$ cat config.mk
export PLATFORM = sky130hd
export DESIGN_NAME = websocket_frame_deframer_core
export DESIGN_NICKNAME = d
export VERILOG_FILES = /design/src/rtl/core/wsd_pkg.sv /design/src/rtl/core/websocket_frame_deframer_core.sv /design/src/rtl/core/wsd_parser.sv /design/src/rtl/core/wsd_out_reg.sv
export SDC_FILE = /design/constraint.sdc
export NUM_CORES = 1
export LEC_CHECK = 0
export BUFFER_PORTS_ARGS = -buffer_cell sky130_fd_sc_hd__buf_4
export CORE_MARGIN = 8
export CORE_UTILIZATION = 55
export CTS_CLUSTER_SIZE = 20
export DETAILED_ROUTE_END_ITERATION = 8
export HOLD_SLACK_MARGIN = 0.1
export PLACE_DENSITY = 0.72
export RECOVER_POWER = 100
export SYNTH_ARGS = -nofsm -noshare
export SYNTH_HDL_FRONTEND = slang
export SYNTH_HIERARCHICAL = 1
export SYNTH_SLANG_ARGS = --single-unit
$ cat constraint.sdc
create_clock -name aclk -period 10.8 [get_ports aclk]
set_input_delay 2.7 -clock aclk [delete_from_list [all_inputs] [get_ports aclk]]
set_output_delay 2.7 -clock aclk [all_outputs]
set_load 0.03 [all_outputs]
$ cat src/rtl/core/wsd_pkg.sv
// Shared types, codes and helpers for the websocket frame deframer.
`default_nettype none

package wsd_pkg;

    typedef enum logic [2:0] {
        PH_HDR0    = 3'd0,
        PH_HDR1    = 3'd1,
        PH_EXTLEN  = 3'd2,
        PH_MASK    = 3'd3,
        PH_PAYLOAD = 3'd4
    } phase_t;

    typedef enum logic [1:0] {
        ACT_TEXT   = 2'd0,
        ACT_PONG   = 2'd1,
        ACT_CLOSE  = 2'd2,
        ACT_IGNORE = 2'd3
    } action_t;

    localparam logic [3:0] OP_TEXT  = 4'h1;
    localparam logic [3:0] OP_CLOSE = 4'h8;
    localparam logic [3:0] OP_PING  = 4'h9;

    localparam logic [6:0] LEN7_EXT16 = 7'd126;
    localparam logic [6:0] LEN7_EXT64 = 7'd127;

    localparam logic [3:0] EXT16_BYTES = 4'd2;
    localparam logic [3:0] EXT64_BYTES = 4'd8;

    typedef struct packed {
        logic [7:0] payload_byte;
        logic       has_byte;
        logic [3:0] frame_opcode;
        action_t    action;
        logic       last_of_frame;
        logic       cut_off;
    } result_t;

    function automatic action_t action_for(input logic [3:0] op, input logic nonempty);
        action_t act;
        act = ACT_IGNORE;
        if (op == OP_TEXT) begin
            act = nonempty ? ACT_TEXT : ACT_IGNORE;
        end else if (op == OP_PING) begin
            act = ACT_PONG;
        end else if (op == OP_CLOSE) begin
            act = ACT_CLOSE;
        end
        return act;
    endfunction

endpackage

`default_nettype wire

$ cat src/rtl/core/websocket_frame_deframer_core.sv
// Top level of the websocket frame deframer.
//
// Accepts one received byte per clock and parses RFC 6455 frames: header,
// 16- or 64-bit extended length, optional mask key, then unmasked payload
// bytes. Each item gives at most one result, registered and shown on m_*
// in the cycle after the transfer; s_ready stays high while the result register
// is empty or being drained, so a steady one byte per cycle flows when the
// sink keeps m_ready high. The frame state (phase, 64-bit length counter,
// key) updates in the same cycle as the transfer, which sets that one-byte-
// per-cycle rate. A transfer with s_buffer_start high always opens a new
// header; an unfinished frame is then closed with a result flagged cut_off.
`default_nettype none

module websocket_frame_deframer_core (
    input  wire logic       aclk,
    input  wire logic       aresetn,
    input  wire logic       s_valid,
    output logic            s_ready,
    input  wire logic [7:0] s_data_byte,
    input  wire logic       s_buffer_start,
    output logic            m_valid,
    input  wire logic       m_ready,
    output logic [7:0]      m_payload_byte,
    output logic            m_has_byte,
    output logic [3:0]      m_frame_opcode,
    output logic [1:0]      m_action,
    output logic            m_last_of_frame,
    output logic            m_cut_off
);
    import wsd_pkg::*;

    logic    step;
    logic    res_valid;
    logic    take_ok;
    result_t res;
    result_t m_res;

    assign s_ready = take_ok;
    assign step    = s_valid && take_ok;

    wsd_parser u_parser (
        .aclk         (aclk),
        .aresetn      (aresetn),
        .step         (step),
        .data_byte    (s_data_byte),
        .buffer_start (s_buffer_start),
        .res          (res),
        .res_valid    (res_valid)
    );

    wsd_out_reg u_out_reg (
        .aclk    (aclk),
        .aresetn (aresetn),
        .load    (res_valid),
        .res     (res),
        .take_ok (take_ok),
        .m_valid (m_valid),
        .m_ready (m_ready),
        .m_res   (m_res)
    );

    assign m_payload_byte  = m_res.payload_byte;
    assign m_has_byte      = m_res.has_byte;
    assign m_frame_opcode  = m_res.frame_opcode;
    assign m_action        = m_res.action;
    assign m_last_of_frame = m_res.last_of_frame;
    assign m_cut_off       = m_res.cut_off;

endmodule

`default_nettype wire

$ cat src/rtl/core/wsd_parser.sv
// Header/payload parser: frame state registers and the per-byte next-state logic.
`default_nettype none

module wsd_parser (
    input  wire logic             aclk,
    input  wire logic             aresetn,
    input  wire logic             step,
    input  wire logic [7:0]       data_byte,
    input  wire logic             buffer_start,
    output wsd_pkg::result_t      res,
    output logic                  res_valid
);
    import wsd_pkg::*;

    phase_t      phase_reg, phase_next;
    logic [3:0]  len_left_reg, len_left_next;
    logic [63:0] payload_left_reg, payload_left_next;
    logic [31:0] mask_key_reg, mask_key_next;
    logic        is_masked_reg, is_masked_next;
    logic [3:0]  held_opcode_reg, held_opcode_next;
    logic [1:0]  mask_pos_reg, mask_pos_next;

    logic [6:0]  len7;
    logic        len_done;
    logic        hdr_done;
    logic [63:0] payload_dec;
    logic [7:0]  key_byte;

    assign len7        = data_byte[6:0];
    assign payload_dec = payload_left_reg - 64'd1;
    // position 0 uses the most significant key byte
    assign key_byte    = 8'(mask_key_reg >> {~mask_pos_reg, 3'b000});

    always_ff @(posedge aclk) begin
        if (!aresetn) begin
            phase_reg        <= PH_HDR0;
            len_left_reg     <= '0;
            payload_left_reg <= '0;
            mask_key_reg     <= '0;
            is_masked_reg    <= 1'b0;
            held_opcode_reg  <= '0;
            mask_pos_reg     <= '0;
        end else begin
            phase_reg        <= phase_next;
            len_left_reg     <= len_left_next;
            payload_left_reg <= payload_left_next;
            mask_key_reg     <= mask_key_next;
            is_masked_reg    <= is_masked_next;
            held_opcode_reg  <= held_opcode_next;
            mask_pos_reg     <= mask_pos_next;
        end
    end

    always_comb begin
        phase_next        = phase_reg;
        len_left_next     = len_left_reg;
        payload_left_next = payload_left_reg;
        mask_key_next     = mask_key_reg;
        is_masked_next    = is_masked_reg;
        held_opcode_next  = held_opcode_reg;
        mask_pos_next     = mask_pos_reg;
        res               = '0;
        res.action        = ACT_IGNORE;
        res_valid         = 1'b0;
        len_done          = 1'b0;
        hdr_done          = 1'b0;

        if (step) begin
            if (buffer_start && (phase_reg != PH_HDR0)) begin
                // drop the unfinished frame, this byte opens a new header
                res.frame_opcode  = held_opcode_reg;
                res.action        = ACT_IGNORE;
                res.last_of_frame = 1'b1;
                res.cut_off       = 1'b1;
                res_valid         = 1'b1;
                held_opcode_next  = data_byte[3:0];
                phase_next        = PH_HDR1;
            end else begin
                case (phase_reg)
                    PH_HDR1: begin
                        is_masked_next    = data_byte[7];
                        payload_left_next = '0;
                        if (len7 == LEN7_EXT16) begin
                            len_left_next = EXT16_BYTES;
                            phase_next    = PH_EXTLEN;
                        end else if (len7 == LEN7_EXT64) begin
                            len_left_next = EXT64_BYTES;
                            phase_next    = PH_EXTLEN;
                        end else begin
                            payload_left_next = 64'(len7);
                            len_done          = 1'b1;
                        end
                    end
                    PH_EXTLEN: begin
                        payload_left_next = {payload_left_reg[55:0], data_byte};
                        len_left_next     = len_left_reg - 4'd1;
                        len_done          = (len_left_next == 4'd0);
                    end
                    PH_MASK: begin
                        mask_key_next = {mask_key_reg[23:0], data_byte};
                        mask_pos_next = mask_pos_reg + 2'd1;
                        hdr_done      = (mask_pos_next == 2'd0);
                    end
                    PH_PAYLOAD: begin
                        mask_pos_next     = mask_pos_reg + 2'd1;
                        payload_left_next = payload_dec;
                        res.payload_byte  = data_byte ^ (is_masked_reg ? key_byte : 8'h00);
                        res.has_byte      = 1'b1;
                        res.frame_opcode  = held_opcode_reg;
                        res.action        = action_for(held_opcode_reg, 1'b1);
                        res.last_of_frame = (payload_dec == 64'd0);
                        res_valid         = 1'b1;
                        if (payload_dec == 64'd0) begin
                            phase_next = PH_HDR0;
                        end
                    end
                    default: begin
                        held_opcode_next = data_byte[3:0];
                        phase_next       = PH_HDR1;
                    end
                endcase

                if (len_done) begin
                    if (is_masked_next) begin
                        phase_next    = PH_MASK;
                        mask_pos_next = '0;
                        mask_key_next = '0;
                    end else begin
                        hdr_done = 1'b1;
                    end
                end

                if (hdr_done) begin
                    mask_pos_next = '0;
                    if (payload_left_next == 64'd0) begin
                        res.frame_opcode  = held_opcode_reg;
                        res.action        = action_for(held_opcode_reg, 1'b0);
                        res.last_of_frame = 1'b1;
                        res_valid         = 1'b1;
                        phase_next        = PH_HDR0;
                    end else begin
                        phase_next = PH_PAYLOAD;
                    end
                end
            end
        end
    end

endmodule

`default_nettype wire

$ cat src/rtl/core/wsd_out_reg.sv
// Result register with valid/ready handshake toward the downstream side.
`default_nettype none

module wsd_out_reg (
    input  wire logic             aclk,
    input  wire logic             aresetn,
    input  wire logic             load,
    input  wsd_pkg::result_t      res,
    output logic                  take_ok,
    output logic                  m_valid,
    input  wire logic             m_ready,
    output wsd_pkg::result_t      m_res
);
    import wsd_pkg::*;

    logic    valid_reg, valid_next;
    result_t res_reg;

    // room for a new result when empty or when the held one leaves now
    assign take_ok = !valid_reg || m_ready;
    assign m_valid = valid_reg;
    assign m_res   = res_reg;

    always_comb begin
        valid_next = valid_reg;
        if (load) begin
            valid_next = 1'b1;
        end else if (m_ready) begin
            valid_next = 1'b0;
        end
    end

    always_ff @(posedge aclk) begin
        if (!aresetn) begin
            valid_reg <= 1'b0;
        end else begin
            valid_reg <= valid_next;
        end
    end

    always_ff @(posedge aclk) begin
        if (load) begin
            res_reg <= res;
        end
    end

endmodule

`default_nettype wire

==> metrics <==
status complete, but fails checks; failing checks max-capacitance violations, max-slew violations; Starting Density 0.562; per-cell routed wire length 26.9 um; final-report setup violation count 0; final net count 1334; CP max-delay cell a31oi_1; switching share of power 0.423; Clk pwr share 0.335; Seq pwr share 0.293; CTS tree yes; drt total wl 41900 um; worst-margin pin slew 2.91 ns; #FFs+latches synth 128; Post-synth ARST share 0; Port Buffer Count 31; Static Leak 3.71 nW; Max Cap Viol 2; clk sink count 128; grt total ovfl 0; Die Y 152 um; kind of critical path input port to flop; Final ANT Viol Nets 0; antenna cells 0; syn_nets 1404; clock-pin slew on the worst setup and hold paths 0.06 ns; startpoint type of the worst setup path input port; top_reg_cell synth dfxtp_1; syn avg cell area 7.30 um2; crit path max fanout 18; Synth Instances 1386; Internal Power 1.10 mW; Mapped Area 10100 um2; footprint of the multi-input gates 6740 um2; Post-CTS Setup Bufs 0; cts repair resizes 0; Yosys top cell area share 0.220; FP Rows 49; CORE AREA 18000 um2; CP required 10.82 ns; placed inst area 10300 um2; die area 23000 um2; first-pass GRT wire length 63600 um; RSZ-0062 raised after global routing false; Net Sw Power 806 uW; logic gate share of total power 0.372; Peak VDD IR 0.149 mV; Clock Path Buffers 2; EDFF count, synth 17; Pins Over Slew Limit 79; cell accounting for the most synthesized area dfxtp_1; P&R area growth vs syn 6.51%; largest net degree at the start of global routing 78; Placed Instances 1526; FILL cells 1751; setup TNS 0 ns; H-tree levels 4; First DRT Iteration DRCs 1880; IO Pins 32; CP Data Arrival Time 6.84 ns; Synth area leaders dfxtp_1, nand2_1, edfxtp_1; gr usage total 0.365; Vias/cell 7.36; YS warnings 6; Clock Skews 0.00985 ns; CTS Buf Count 17; CP cell instances clkbuf_1 > and4_1 > and2_0 > o22ai_1 > o21ai_0 > nor4b_1 > nand4_1 > nor4_1 > nand4b_4 > a31oi_1; post-route non-filler standard cell count 1558; power per cell area 177 nW/um2; Distinct cells, synth 98; post-cts hold buffer count 0; Setup crit end kind flop; initial antenna violation count 1; Detail Placement HPWL 29000 um; die width 152 um; Reg area 2730 um2; Seq/Total Area, Yosys 0.270; worst skew pair latency 0.44 ns; Final min period 6.82 ns; Hold Crit Class flop to flop; critical path's largest stage delay 1.44 ns; Vias 11500; post-route cell area 10800 um2; vias in the first global route 10100; Hold Violations, Final 0; GP Congestion 1.05; Root Driver clkbuf_16; Max Fclk 147 MHz; total iterations of the first detailed-routing run 6; DRC Markers 0; share of layout cells above drive strength 1 0.0963; worst rel slew slack -0.937; period utilization 0.631; max reg flops 64
-- metrics by stage --
| step | hold slack [ns] | utilization | setup slack (ns) | power (mW) |
|---|---|---|---|---|
| global route | 0.475 | 0.598 | 3.70 | 1.96 |
| detailed placement | 0.448 | 0.569 | 4.29 | 1.24 |
| global placement | 0.439 | 0.569 | 4.48 | 1.24 |
| floorplan | 0.433 | - | 4.92 | 1.01 |
| finish | 0.456 | 0.598 | 3.98 | 1.91 |
| CTS | 0.458 | 0.604 | 4.71 | 1.87 |
-- metal layers --
layer	track usage	routed length, um	vias up
met4	0.157	2130	2
met1	0.515	16700	5328
met2	0.512	17200	927
met5	0	11	-
met3	0.0944	5920	192
li1	-	-	5013
-- Yosys cell counts (18+ instances only) --
| library cell | count |
|---|---|
| and3_1 | 19 |
| nand3_1 | 32 |
| nand4_1 | 34 |
| clkbuf_1 | 107 |
| nor4_1 | 52 |
| dfxtp_1 | 111 |
| xor2_1 | 19 |
| a21oi_1 | 97 |
| nand2_1 | 217 |
| a211oi_1 | 21 |
| xnor2_1 | 27 |
| inv_1 | 20 |
| o21ai_0 | 66 |
| nor3_1 | 51 |
| nor2_1 | 127 |
| a221oi_1 | 18 |
| or4_1 | 18 |
-- cell type report --
cell class	instances	area share
multi-input combinational	1096	0.625
timing repair buffer	52	0.0289
clock buffer	18	0.0407
inverter	21	0.00731
sequential	128	0.254
tap	229	0.0266
clock inverter	14	0.0178
-- placed cells by master (no fill, tap or decap), types with 13 or more instances in the layout --
cell / netlist / layout
or3_1: 13 / 13
and3_1: 19 / 19
edfxtp_1: 17 / 17
a21oi_1: 97 / 96
a211oi_1: 21 / 21
nor3_1: 51 / 51
o21ai_0: 66 / 67
or4_1: 18 / 18
xnor2_1: 27 / 26
xor2_1: 19 / 19
nor4_1: 52 / 52
buf_4: 3 / 30
inv_1: 20 / 20
clkbuf_16: 0 / 17
clkbuf_1: 107 / 21
nand3_1: 32 / 32
a221oi_1: 18 / 18
dfxtp_1: 111 / 110
or2_2: 16 / 16
nand4_1: 34 / 34
mux2i_1: 15 / 15
nor2_1: 127 / 126
nand2_1: 217 / 216
-- worst max-delay path: cells and delay by family --
kind            cells  cell delay (ns)
buf+inv             1             0.17
simple gates        6             1.81
compound gates      3             2.15
-- final timing paths --
kind	from	slack, ns	cells past startpoint	end
worst max-delay path	s_data_byte[1]	3.98	10	u_out_reg/m_res[11]
worst min-delay path	u_parser/mask_key_reg[27]	0.46	2	u_parser/mask_key_reg[27]
worst max register to register	u_parser/payload_left_reg[9]	4.03	9	u_out_reg/m_res[11]
worst min register to register	u_parser/mask_key_reg[27]	0.46	2	u_parser/mask_key_reg[27]
-- cells by family after synthesis --
family | count (synthesis) | share of synthesized area
mux | 24 | 0.0337
compound gates | 330 | 0.218
xor+xnor | 46 | 0.0398
flops | 128 | 0.270
fa+ha+maj | 8 | 0.00915
simple gates | 688 | 0.363
buf+inv | 162 | 0.0665
-- power by group through the flow --
stage          logic [mW]  registers (mW)  clock network (mW)
3_3_place_gp        0.675           0.565                   0
6_report            0.710           0.558               0.639
4_1_cts             0.678           0.555               0.642
2_1_floorplan       0.482           0.533                   0
5_1_grt             0.737           0.560               0.662
3_5_place_dp        0.674           0.565                   0
(Power assumes the default switching activity.)
